--- config.mk ---
export PLATFORM = sky130hd
export DESIGN_NAME = http_request_head_parser_flat
export DESIGN_NICKNAME = d
export VERILOG_FILES = /design/src/rtl/hpr_pkg.sv /design/src/rtl/hpr_in_if.sv /design/src/rtl/hpr_out_if.sv /design/src/rtl/http_request_head_parser.sv /design/src/rtl/hpr_parse_core.sv /design/src/rtl/hpr_out_skid.sv /design/src/flat_wrapper.sv
export SDC_FILE = /design/constraint.sdc
export NUM_CORES = 1
export LEC_CHECK = 0
export BUFFER_PORTS_ARGS = -buffer_cell sky130_fd_sc_hd__buf_2
export CORE_UTILIZATION = 60
export DETAILED_ROUTE_END_ITERATION = 12
export PLACE_DENSITY = 0.86
export SYNTH_ARGS = -nofsm -noshare
export SYNTH_HDL_FRONTEND = slang
export SYNTH_SLANG_ARGS = --single-unit
--- constraint.sdc ---
create_clock -name i_clk -period 6.7 [get_ports i_clk]
set_clock_uncertainty 0.2 [all_clocks]
set_input_delay 0.67 -clock i_clk [delete_from_list [all_inputs] [get_ports i_clk]]
set_output_delay 0.67 -clock i_clk [all_outputs]
set_load 0.05 [all_outputs]
--- src/rtl/hpr_pkg.sv ---
`default_nettype none

package hpr_pkg;

    localparam int unsigned CFG_W         = 17;
    localparam logic [CFG_W-1:0] CFG_RESET = CFG_W'(64 * 1024);

    localparam logic [7:0] CH_SP    = 8'h20;
    localparam logic [7:0] CH_TAB   = 8'h09;
    localparam logic [7:0] CH_CR    = 8'h0D;
    localparam logic [7:0] CH_LF    = 8'h0A;
    localparam logic [7:0] CH_COLON = 8'h3A;

    typedef enum logic [7:0] {
        PH_METHOD    = 8'b0000_0001,
        PH_PATH      = 8'b0000_0010,
        PH_VERSION   = 8'b0000_0100,
        PH_VERSION_LF = 8'b0000_1000,
        PH_NAME      = 8'b0001_0000,
        PH_VALUE     = 8'b0010_0000,
        PH_HEADER_LF = 8'b0100_0000,
        PH_END_LF    = 8'b1000_0000
    } t_phase;

    typedef enum logic [2:0] {
        CL_NONE    = 3'd0,
        CL_METHOD  = 3'd1,
        CL_PATH    = 3'd2,
        CL_VERSION = 3'd3,
        CL_NAME    = 3'd4,
        CL_VALUE   = 3'd5
    } t_field_class;

    typedef enum logic [2:0] {
        EV_NONE        = 3'd0,
        EV_FIELD_END   = 3'd1,
        EV_HEAD_DONE   = 3'd2,
        EV_CLEAN_CLOSE = 3'd3,
        EV_MALFORMED   = 3'd4,
        EV_TOO_LARGE   = 3'd5,
        EV_TRUNCATED   = 3'd6
    } t_event;

    typedef struct packed {
        logic [7:0]   byte_out;
        t_field_class field_class;
        logic         is_blank;
        t_event       event_res;
    } t_result;

endpackage

`default_nettype wire

--- src/rtl/hpr_in_if.sv ---
`default_nettype none

interface hpr_in_if;
    logic       valid;
    logic       ready;
    logic       command;
    logic [7:0] data_byte;

    modport source (output valid, output command, output data_byte, input ready);
    modport sink   (input valid, input command, input data_byte, output ready);
endinterface

`default_nettype wire

--- src/rtl/hpr_out_if.sv ---
`default_nettype none

interface hpr_out_if;
    logic       valid;
    logic       ready;
    logic [7:0] byte_out;
    logic [2:0] field_class;
    logic       is_blank;
    logic [2:0] event_res;

    modport source (
        output valid, output byte_out, output field_class, output is_blank,
        output event_res, input ready
    );
    modport sink (
        input valid, input byte_out, input field_class, input is_blank,
        input event_res, output ready
    );
endinterface

`default_nettype wire

--- src/rtl/http_request_head_parser.sv ---
`default_nettype none

// Channel   Dir   Handshake      Payload
// i_req     in    valid/ready    command[0], data_byte[7:0]
// o_res     out   valid/ready    byte_out[7:0], field_class[2:0], is_blank, event_res[2:0]
// cfg       in    i_cfg_wr_en    i_cfg_wr_data[16:0] (max_head_bytes)
//
// One item per cycle while i_req.ready is high; each result is registered before it appears.
// The parse state updates in the accept cycle and the result goes into a
// registered output stage backed by a one-entry skid register.
// i_req.ready drops only while the skid register holds a stalled item.
// Synchronous active-low reset clears the parse state and sets the limit to 65536.

module http_request_head_parser
    import hpr_pkg::*;
#(
    parameter int unsigned HEAD_LIMIT_MAX = 65536
) (
    input  wire logic             i_clk,
    input  wire logic             i_rst_n,
    input  wire logic             i_cfg_wr_en,
    input  wire logic [CFG_W-1:0] i_cfg_wr_data,
    hpr_in_if.sink                i_req,
    hpr_out_if.source             o_res
);

    logic [CFG_W-1:0] r_max_head_bytes;
    logic             accept;
    logic             in_ready;
    t_result          result;
    t_result          out_item;

    always_ff @(posedge i_clk) begin
        if (!i_rst_n) begin
            r_max_head_bytes <= CFG_RESET;
        end else if (i_cfg_wr_en) begin
            r_max_head_bytes <= i_cfg_wr_data;
        end
    end

    assign i_req.ready = in_ready;
    assign accept      = i_req.valid && in_ready;

    hpr_parse_core #(
        .HEAD_LIMIT_MAX (HEAD_LIMIT_MAX)
    ) u_core (
        .i_clk            (i_clk),
        .i_rst_n          (i_rst_n),
        .i_accept         (accept),
        .i_command        (i_req.command),
        .i_data_byte      (i_req.data_byte),
        .i_max_head_bytes (r_max_head_bytes),
        .o_result         (result)
    );

    hpr_out_skid u_out (
        .i_clk       (i_clk),
        .i_rst_n     (i_rst_n),
        .i_valid     (i_req.valid),
        .i_item      (result),
        .o_ready     (in_ready),
        .i_out_ready (o_res.ready),
        .o_out_valid (o_res.valid),
        .o_out_item  (out_item)
    );

    assign o_res.byte_out    = out_item.byte_out;
    assign o_res.field_class = 3'(out_item.field_class);
    assign o_res.is_blank    = out_item.is_blank;
    assign o_res.event_res   = 3'(out_item.event_res);

endmodule

`default_nettype wire

--- src/rtl/hpr_parse_core.sv ---
`default_nettype none

module hpr_parse_core
    import hpr_pkg::*;
#(
    parameter int unsigned HEAD_LIMIT_MAX = 65536
) (
    input  wire logic             i_clk,
    input  wire logic             i_rst_n,
    input  wire logic             i_accept,
    input  wire logic             i_command,
    input  wire logic [7:0]       i_data_byte,
    input  wire logic [CFG_W-1:0] i_max_head_bytes,
    output t_result               o_result
);

    localparam int unsigned CW = $clog2(HEAD_LIMIT_MAX + 1);
    localparam int unsigned LW = (CW > CFG_W) ? CW : CFG_W;

    t_phase        r_phase, n_phase;
    logic [CW-1:0] r_count, n_count;
    logic          r_line_bytes, n_line_bytes;
    logic          r_skip_blanks, n_skip_blanks;
    logic          r_error, n_error;

    logic [LW-1:0] cfg_ext;
    logic [LW-1:0] limit;
    logic          blank;

    assign cfg_ext = LW'(i_max_head_bytes);
    assign limit   = (cfg_ext > LW'(HEAD_LIMIT_MAX)) ? LW'(HEAD_LIMIT_MAX) : cfg_ext;
    assign blank   = (i_data_byte == CH_SP) || (i_data_byte == CH_TAB);

    always_comb begin
        n_phase       = r_phase;
        n_count       = r_count;
        n_line_bytes  = r_line_bytes;
        n_skip_blanks = r_skip_blanks;
        n_error       = r_error;

        o_result.byte_out    = i_data_byte;
        o_result.field_class = CL_NONE;
        o_result.is_blank    = blank;
        o_result.event_res   = EV_NONE;

        if (i_command) begin
            // end of input: report and return to the idle state
            o_result.byte_out = 8'd0;
            o_result.is_blank = 1'b0;
            if (r_error || (r_phase == PH_METHOD && r_count == '0)) begin
                o_result.event_res = EV_CLEAN_CLOSE;
            end else begin
                o_result.event_res = EV_TRUNCATED;
            end
            n_phase       = PH_METHOD;
            n_count       = '0;
            n_line_bytes  = 1'b0;
            n_skip_blanks = 1'b0;
            n_error       = 1'b0;
        end else if (r_error) begin
            // pass bytes untagged until the input ends
        end else if (LW'(r_count) >= limit) begin
            o_result.event_res = EV_TOO_LARGE;
            n_error            = 1'b1;
        end else begin
            n_count = r_count + CW'(1);
            case (r_phase)
                PH_METHOD: begin
                    if (i_data_byte == CH_SP) begin
                        o_result.event_res = EV_FIELD_END;
                        n_phase            = PH_PATH;
                    end else begin
                        o_result.field_class = CL_METHOD;
                    end
                end
                PH_PATH: begin
                    if (i_data_byte == CH_SP) begin
                        o_result.event_res = EV_FIELD_END;
                        n_phase            = PH_VERSION;
                    end else begin
                        o_result.field_class = CL_PATH;
                    end
                end
                PH_VERSION: begin
                    if (i_data_byte == CH_CR) begin
                        o_result.event_res = EV_FIELD_END;
                        n_phase            = PH_VERSION_LF;
                    end else begin
                        o_result.field_class = CL_VERSION;
                    end
                end
                PH_VERSION_LF, PH_HEADER_LF: begin
                    if (i_data_byte == CH_LF) begin
                        n_phase       = PH_NAME;
                        n_line_bytes  = 1'b0;
                        n_skip_blanks = 1'b0;
                    end else begin
                        o_result.event_res = EV_MALFORMED;
                        n_error            = 1'b1;
                    end
                end
                PH_NAME: begin
                    if (i_data_byte == CH_CR) begin
                        // empty line ends the head; a name without colon is bad
                        if (!r_line_bytes) begin
                            n_phase = PH_END_LF;
                        end else begin
                            o_result.event_res = EV_MALFORMED;
                            n_error            = 1'b1;
                        end
                    end else if (i_data_byte == CH_COLON) begin
                        n_skip_blanks      = 1'b1;
                        o_result.event_res = EV_FIELD_END;
                        n_phase            = PH_VALUE;
                    end else begin
                        n_line_bytes         = 1'b1;
                        o_result.field_class = CL_NAME;
                    end
                end
                PH_VALUE: begin
                    if (i_data_byte == CH_CR) begin
                        o_result.event_res = EV_FIELD_END;
                        n_phase            = PH_HEADER_LF;
                    end else if (r_skip_blanks && blank) begin
                        o_result.field_class = CL_NONE;
                    end else begin
                        n_skip_blanks        = 1'b0;
                        o_result.field_class = CL_VALUE;
                    end
                end
                PH_END_LF: begin
                    if (i_data_byte == CH_LF) begin
                        o_result.event_res = EV_HEAD_DONE;
                        n_phase            = PH_METHOD;
                        n_count            = '0;
                        n_line_bytes       = 1'b0;
                        n_skip_blanks      = 1'b0;
                        n_error            = 1'b0;
                    end else begin
                        o_result.event_res = EV_MALFORMED;
                        n_error            = 1'b1;
                    end
                end
                default: begin
                    n_phase = PH_METHOD;
                end
            endcase
        end
    end

    always_ff @(posedge i_clk) begin
        if (!i_rst_n) begin
            r_phase       <= PH_METHOD;
            r_count       <= '0;
            r_line_bytes  <= 1'b0;
            r_skip_blanks <= 1'b0;
            r_error       <= 1'b0;
        end else if (i_accept) begin
            r_phase       <= n_phase;
            r_count       <= n_count;
            r_line_bytes  <= n_line_bytes;
            r_skip_blanks <= n_skip_blanks;
            r_error       <= n_error;
        end
    end

endmodule

`default_nettype wire

--- src/rtl/hpr_out_skid.sv ---
`default_nettype none

module hpr_out_skid
    import hpr_pkg::*;
(
    input  wire logic    i_clk,
    input  wire logic    i_rst_n,
    input  wire logic    i_valid,
    input  wire t_result i_item,
    output logic         o_ready,
    input  wire logic    i_out_ready,
    output logic         o_out_valid,
    output t_result      o_out_item
);

    logic    r_out_valid;
    t_result r_out;
    logic    r_skid_valid;
    t_result r_skid;
    logic    accept;
    logic    out_free;

    assign o_ready     = !r_skid_valid;
    assign accept      = i_valid && !r_skid_valid;
    assign out_free    = !r_out_valid || i_out_ready;
    assign o_out_valid = r_out_valid;
    assign o_out_item  = r_out;

    always_ff @(posedge i_clk) begin
        if (!i_rst_n) begin
            r_out_valid  <= 1'b0;
            r_skid_valid <= 1'b0;
        end else if (out_free) begin
            if (r_skid_valid) begin
                r_out_valid  <= 1'b1;
                r_skid_valid <= 1'b0;
            end else begin
                r_out_valid <= accept;
            end
        end else if (accept) begin
            // output stalled: park the item
            r_skid_valid <= 1'b1;
        end
    end

    always_ff @(posedge i_clk) begin
        if (out_free) begin
            r_out <= r_skid_valid ? r_skid : i_item;
        end else if (accept) begin
            r_skid <= i_item;
        end
    end

endmodule

`default_nettype wire

--- src/flat_wrapper.sv ---
// flat-port wrapper written by rule: the top's interface ports become plain ports
module http_request_head_parser_flat import hpr_pkg::*;
#(
    parameter int unsigned HEAD_LIMIT_MAX = 65536
)
  (i_clk, i_rst_n, i_cfg_wr_en, i_cfg_wr_data, i_req_valid, i_req_command, i_req_data_byte, i_req_ready, o_res_valid, o_res_byte_out, o_res_field_class, o_res_is_blank, o_res_event_res, o_res_ready);
  hpr_in_if i_req_i ();
  hpr_out_if o_res_i ();
  input  wire logic i_clk;
  input  wire logic i_rst_n;
  input  wire logic i_cfg_wr_en;
  input  wire logic [CFG_W-1:0] i_cfg_wr_data;
  input wire logic [$bits(i_req_i.valid)-1:0] i_req_valid;
  input wire logic [$bits(i_req_i.command)-1:0] i_req_command;
  input wire logic [$bits(i_req_i.data_byte)-1:0] i_req_data_byte;
  output wire logic [$bits(i_req_i.ready)-1:0] i_req_ready;
  output wire logic [$bits(o_res_i.valid)-1:0] o_res_valid;
  output wire logic [$bits(o_res_i.byte_out)-1:0] o_res_byte_out;
  output wire logic [$bits(o_res_i.field_class)-1:0] o_res_field_class;
  output wire logic [$bits(o_res_i.is_blank)-1:0] o_res_is_blank;
  output wire logic [$bits(o_res_i.event_res)-1:0] o_res_event_res;
  input wire logic [$bits(o_res_i.ready)-1:0] o_res_ready;
  assign i_req_i.valid = i_req_valid;
  assign i_req_i.command = i_req_command;
  assign i_req_i.data_byte = i_req_data_byte;
  assign i_req_ready = i_req_i.ready;
  assign o_res_valid = o_res_i.valid;
  assign o_res_byte_out = o_res_i.byte_out;
  assign o_res_field_class = o_res_i.field_class;
  assign o_res_is_blank = o_res_i.is_blank;
  assign o_res_event_res = o_res_i.event_res;
  assign o_res_i.ready = o_res_ready;
  http_request_head_parser #(.HEAD_LIMIT_MAX(HEAD_LIMIT_MAX)) u_core (.i_clk(i_clk), .i_rst_n(i_rst_n), .i_cfg_wr_en(i_cfg_wr_en), .i_cfg_wr_data(i_cfg_wr_data), .i_req(i_req_i), .o_res(o_res_i));
endmodule
# After elaboration in Yosys (flattened, before gate mapping)
# Cells that the tools add are included.
# op_classes
n_addsub	1
reduce_logical	21
magnitude_cmp	2
bitwise_logic	2
eq_ne	29
n_mux	68
# op_table
operator	n
$mux W8	13
$mux W17	6
$pmux W8 S7	1
$mux W3	15
$eq A8 B4 Y1 const B	4
$ne A3 B3 Y1 const B	10
$pmux W3 S5	2
$mux W1	25
$eq A8 B6 Y1 const B	3
$add A17 B1 Y17 const B	1
$ge A17 B17 Y1	1
$gt A17 B17 Y1 const B	1
$logic_not A17 Y1	1
$mux W15	1
$reduce_and A11 Y1	1
$reduce_and A9 Y1	1
$eq A8 B1 Y1 const B	1
$eq A8 B2 Y1 const B	1
$eq A8 B3 Y1 const B	1
$eq A8 B5 Y1 const B	1
$eq A8 B7 Y1 const B	1
$eq A8 B8 Y1 const B	1
$ne A4 B4 Y1 const B	2
$reduce_or A2 Y1	4
other kinds (16)	25
# totals
input_bits	31
word_cells	139
reg_bits	77

# Depth between registers and ports, before layout
# depth
ltp_word	10
mapped_depth	12
mapped_depth_nobuf	10

# Hierarchy
# From an unflattened synthesis, not the netlist that was laid out.
# unflattened
cells_unflattened	460
hier_area_um2	4430.5
# modules_own_cells
mod	area_each_um2	n_inst	cells_per_inst	seq_area_each_um2
hpr_parse_core	2568.7	1	350	560.5
hpr_out_skid	1206.2	1	55	940.9
http_request_head_parser	655.6	1	55	340.3

# Worst setup path after synthesis
# OpenSTA, ideal clock, no wires.
# synth_path
kind	reg2reg
from	register u_core.r_max_head_bytes[3]
to	register u_core.u_out.r_out (netlist bit u_core.u_out.o_out_item[0]), data pin
n_path_buf	1
setup_ns	0.260
arrival_time_ns	2.924
t_required_ns	6.240
slack_ns	3.316
stages_incl_launch_ff	12
cell_sequence	dfxtp_1 -> nor4_1 -> a41o_1 -> clkbuf_1 -> nand2_1 -> ha_1 -> a21o_1 -> a21o_1 -> a2111oi_4 -> o211ai_2 -> o221a_2 -> mux2_2
# synth_rtl
element	line	source
start, declared	http_request_head_parser.sv:27	logic [CFG_W-1:0] r_max_head_bytes;
start signal, assigned	http_request_head_parser.sv:37	r_max_head_bytes <= i_cfg_wr_data;
end signal, assigned	hpr_out_skid.sv:48	r_out <= r_skid_valid ? r_skid : i_item;
end, declared	hpr_out_skid.sv:17	t_result r_out;

# Worst setup path after layout
# layout_path
from	register u_core.r_max_head_bytes[8]
to	register u_core.u_core.r_count[15]
# layout_between
elab_chain_len	5
# layout_lines
element	line	source
$gt A17 B17 Y1	hpr_parse_core.sv:31	assign limit = (cfg_ext > LW'(HEAD_LIMIT_MAX)) ? LW'(HEAD_LIMIT_MAX) : cfg_ext;
$mux W17 *	hpr_parse_core.sv:31	
$ge A17 B17 Y1 *	hpr_parse_core.sv:62	end else if (LW'(r_count) >= limit) begin
$ne A2 B2 Y1 (no line) *	n/a	
$reduce_and A3 Y1 (no line) *	n/a	
end signal, assigned	hpr_parse_core.sv:160	r_count <= n_count;
end, declared	hpr_parse_core.sv:21	logic [CW-1:0] r_count, n_count;
# Every way passes the cells marked *; elsewhere a longest branch is shown, timed or not.
# A chain may end at the register's enable or synchronous reset.

==> metrics.txt <==
Vias=3922; Synth Flop Type=dfxtp_1; Final Hold Slack=305.1 ps; internal reg-to-reg setup slack=2720 ps; max-slew violations=0; largest cells by area after synthesis=dfxtp_1 21%, edfxtp_1 21%, ha_1 5.4%; f_max=roughly 250 MHz; Sequential Area=1842 um^2; final hold viol count=0; Routed Antenna Nets=0; synthesized net count=around 520; Tot Pwr=0.001001 W; power density over cell area=approximately 210 nW/um^2; number of CTS-inserted buffers=9; post-synthesis average cell area=roughly 9.4 um^2; Root Buffer=clkbuf_8; Worst Path Buf+Inv=0; I/O Buffers=47; first-pass GRT wire length=approximately 17000 um; leakage=a little under 2 nW; Final GP Congestion=approximately 0.9; # diodes=0; Total Wirelength=10760 um; FP Rows=30; post-synthesis sequential area ratio=41.91%; status=finished clean; area of the multi-input gates=2386 um^2; initial drt markers=slightly above 500; I/O pins=48; Final Setup Violations=0; first drt pass iteration count=5; Hold Path Origin=u_core.u_core.r_line_bytes; Vias/cell=between 6 and 7; minimum clock period after layout=roughly 4000 ps; CP Max Fanout=14; clk buf depth=2; initial antenna violation count=0; CP max-delay cell=o2111ai_2; Clk pwr share=slightly above 30%; Clock Pin Slew Worst Setup and Hold Paths=about 80 ps; Critical Path AT=4070 ps; max-cap viol count=0; Switch Pwr=between 0.0003 and 0.0004 W; post-CTS setup buffers=0; Fill cells=520; Cell Area, Synth=between 4000 and 5000 um^2; critical path, cell by cell=nor4_1 > a41o_1 > nand2_1 > ha_1 > nand4_1 > nor3_1 > nand4_1 > o2111ai_2 > and2_1 > o221a_1; Post-synth EDFFs=30; Synth area leader=dfxtp_1; most common cell in the netlist=nand2_1; required time worst endpoint=6790 ps; Yosys top cell area share=21.41%; Cell variety after synth=71; CP peak stage delay=660 ps; worst setup margin=approximately 2700 ps; FF-to-FF End=u_core.u_core.r_count[15]; Sw Share=30.56%; gr usage total=29.38%; maximum VDD drop=roughly 100 uV; area of the core=roughly 6900 um^2; GRT overflow=0; pin count of the biggest net entering global routing=31; Critical Path End Type=flop; Yosys warning total=0; Area Overhead vs Synth=9.396%; # resized after CTS=0; Commonest cells post-synth=52 x nand2_1, 47 x dfxtp_1, 41 x nor2_1, 30 x edfxtp_1; Post-Place Setup Slack=2869 ps; Hold Crit Depth=2; crit path kind=flop to flop; H-tree depth=3; setup_tns=0 ps; initial core utilization=a little over three fifths; worst reg-to-reg path cell count=10; worst hold-check path type=flop to flop; CTS Hold Bufs=0; Seq pwr share=52.1%; worst slew pin tran=roughly 1100 ps; RR Startpoint=u_core.r_max_head_bytes[8]; clk_lat worst skew=between 300 and 400 ps; Post-DP HPWL=slightly below 8000 um; total clock sinks=77; die width=87.58 um; Synth Instances=approximately 470; async set or reset register ratio after synthesis=0%; CTS tree=yes; Logic pwr share=approximately 17%; startpoint types=flop; wire per inst=between 15 and 20 um; proportion of layout cells with a drive suffix above 1=~18%; Die H=approximately 90 um; residual DRC count=0; Worst Hold Path EP=u_core.u_core.r_line_bytes; most frequent CP cell=nand4_1; Tcrit/Tclk final=59.34%; RSZ-0062 raised after global routing=no; Rel. slew slack=roughly 26%; final layout net count=roughly 550; vias in the first global route=approximately 3600; P_int=0.0006948 W; CP top delay family=simple AND/OR/NAND/NOR gates; die footprint=7670 um^2; number of synthesized register bits=slightly below 80
## state kept, by name, indices dropped and copies added, names as in the netlist
name                         count
u_core.r_max_head_bytes         17
u_core.u_core.r_phase            8
u_core.u_out.r_skid             15
u_core.u_core.r_error            1
u_core.u_out.o_out_item         15
u_core.u_out.o_out_valid         1
u_core.u_core.r_count           17
u_core.u_core.r_skip_blanks      1
u_core.u_core.r_line_bytes       1
u_core.u_out.r_skid_valid        1
## per-layer routing
| metal | vias up | share of wire (%) | global-route usage, % |
|---|---|---|---|
| li1 | 1818 | - | - |
| met1 | 1859 | 44 | 40.83 |
| met2 | 204 | 46 | 45.74 |
| met3 | 41 | 7.5 | 5.278 |
| met4 | 0 | 2.8 | 11.48 |
| met5 | - | 0 | 0 |
## cells by family (layout without fill, tap and decap cells)
group           after synthesis  in the layout  share of synthesized area, %
compound gates               98             98                         17.08
xor+xnor                      5              5                        0.9965
fa+ha+maj                    19             19                         5.410
buf+inv                      38             77                         3.787
flops                        77             77                         41.91
mux                          32             32                         7.574
simple gates                196            196                         23.24
## worst register-to-register path, stage by stage (launching register included)
cell and delay, ps:
dfxtp_1 330, nor4_1 390, a41o_1 410, nand2_1 140, ha_1 320, nand4_1 160
nor3_1 300, nand4_1 260, o2111ai_2 660, and2_1 490, o221a_1 260
## worst max path at each step
| stage | from | slack, ps | to | cells after the start |
|---|---|---|---|---|
| final | u_core.r_max_head_bytes[8] | 2720 | u_core.u_core.r_count[15] | 10 |
| after CTS | u_core.r_max_head_bytes[8] | 2840 | u_core.u_core.r_count[13] | 10 |
| after global placement | u_core.r_max_head_bytes[8] | 3050 | u_core.u_core.r_count[3] | 10 |
| after floorplan | u_core.r_max_head_bytes[3] | 3320 | u_core.u_out.o_out_item[0] | 11 |
| after global routing | u_core.r_max_head_bytes[0] | 2590 | u_core.u_core.r_count[8] | 10 |
| after detailed placement | u_core.r_max_head_bytes[8] | 2870 | u_core.u_core.r_count[9] | 10 |
## through the flow
step / cell area [um^2] / utilization (%) / instances
after floorplan: 4394 / - / 465
after global placement: 4639 / 66.81 / 584
after detailed placement: 4639 / 66.81 / 584
after CTS: 4807 / 69.23 / 600
after global routing: 4807 / 69.23 / 600
final: 4807 / 69.23 / 600
## final cells by class
| type | instances | area share, % |
|---|---|---|
| sequential | 77 | 38.31 |
| inverter | 13 | 1.015 |
| clock buffer | 10 | 2.655 |
| timing repair buffer | 48 | 5.049 |
| multi-input combinational | 350 | 49.64 |
| tap | 96 | 2.499 |
| clock inverter | 6 | 0.8329 |
## cells in the final DEF, fill, tap and decap left out, types with 3 or more instances in the layout
master,n
xor2_1,4
nor2b_1,13
o31ai_2,4
o21a_1,3
nand3_1,16
or3_1,4
o221a_1,7
nand4_1,8
nor4_1,15
nor3_1,16
edfxtp_1,30
a21o_1,4
and3_1,8
o21ai_0,22
inv_1,12
o22ai_1,3
mux2i_1,22
nor2_1,41
a31oi_1,9
clkbuf_8,9
o211ai_1,3
nand2_1,52
clkinv_2,3
ha_1,19
buf_2,47
dfxtp_1,47
a21oi_1,14
mux2_2,10
## power groups by stage
stage / Combinational, W / Clock, W / Sequential, W
2_1_floorplan: 0.0000927 / 0 / 0.000562
3_5_place_dp: 0.000166 / 0 / 0.000532
4_1_cts: 0.000167 / 0.000308 / 0.000521
6_report: 0.000169 / 0.000311 / 0.000521
5_1_grt: 0.000181 / 0.000333 / 0.000524
3_3_place_gp: 0.000161 / 0 / 0.000531
Note: power is estimated with default switching activity, not from simulation.
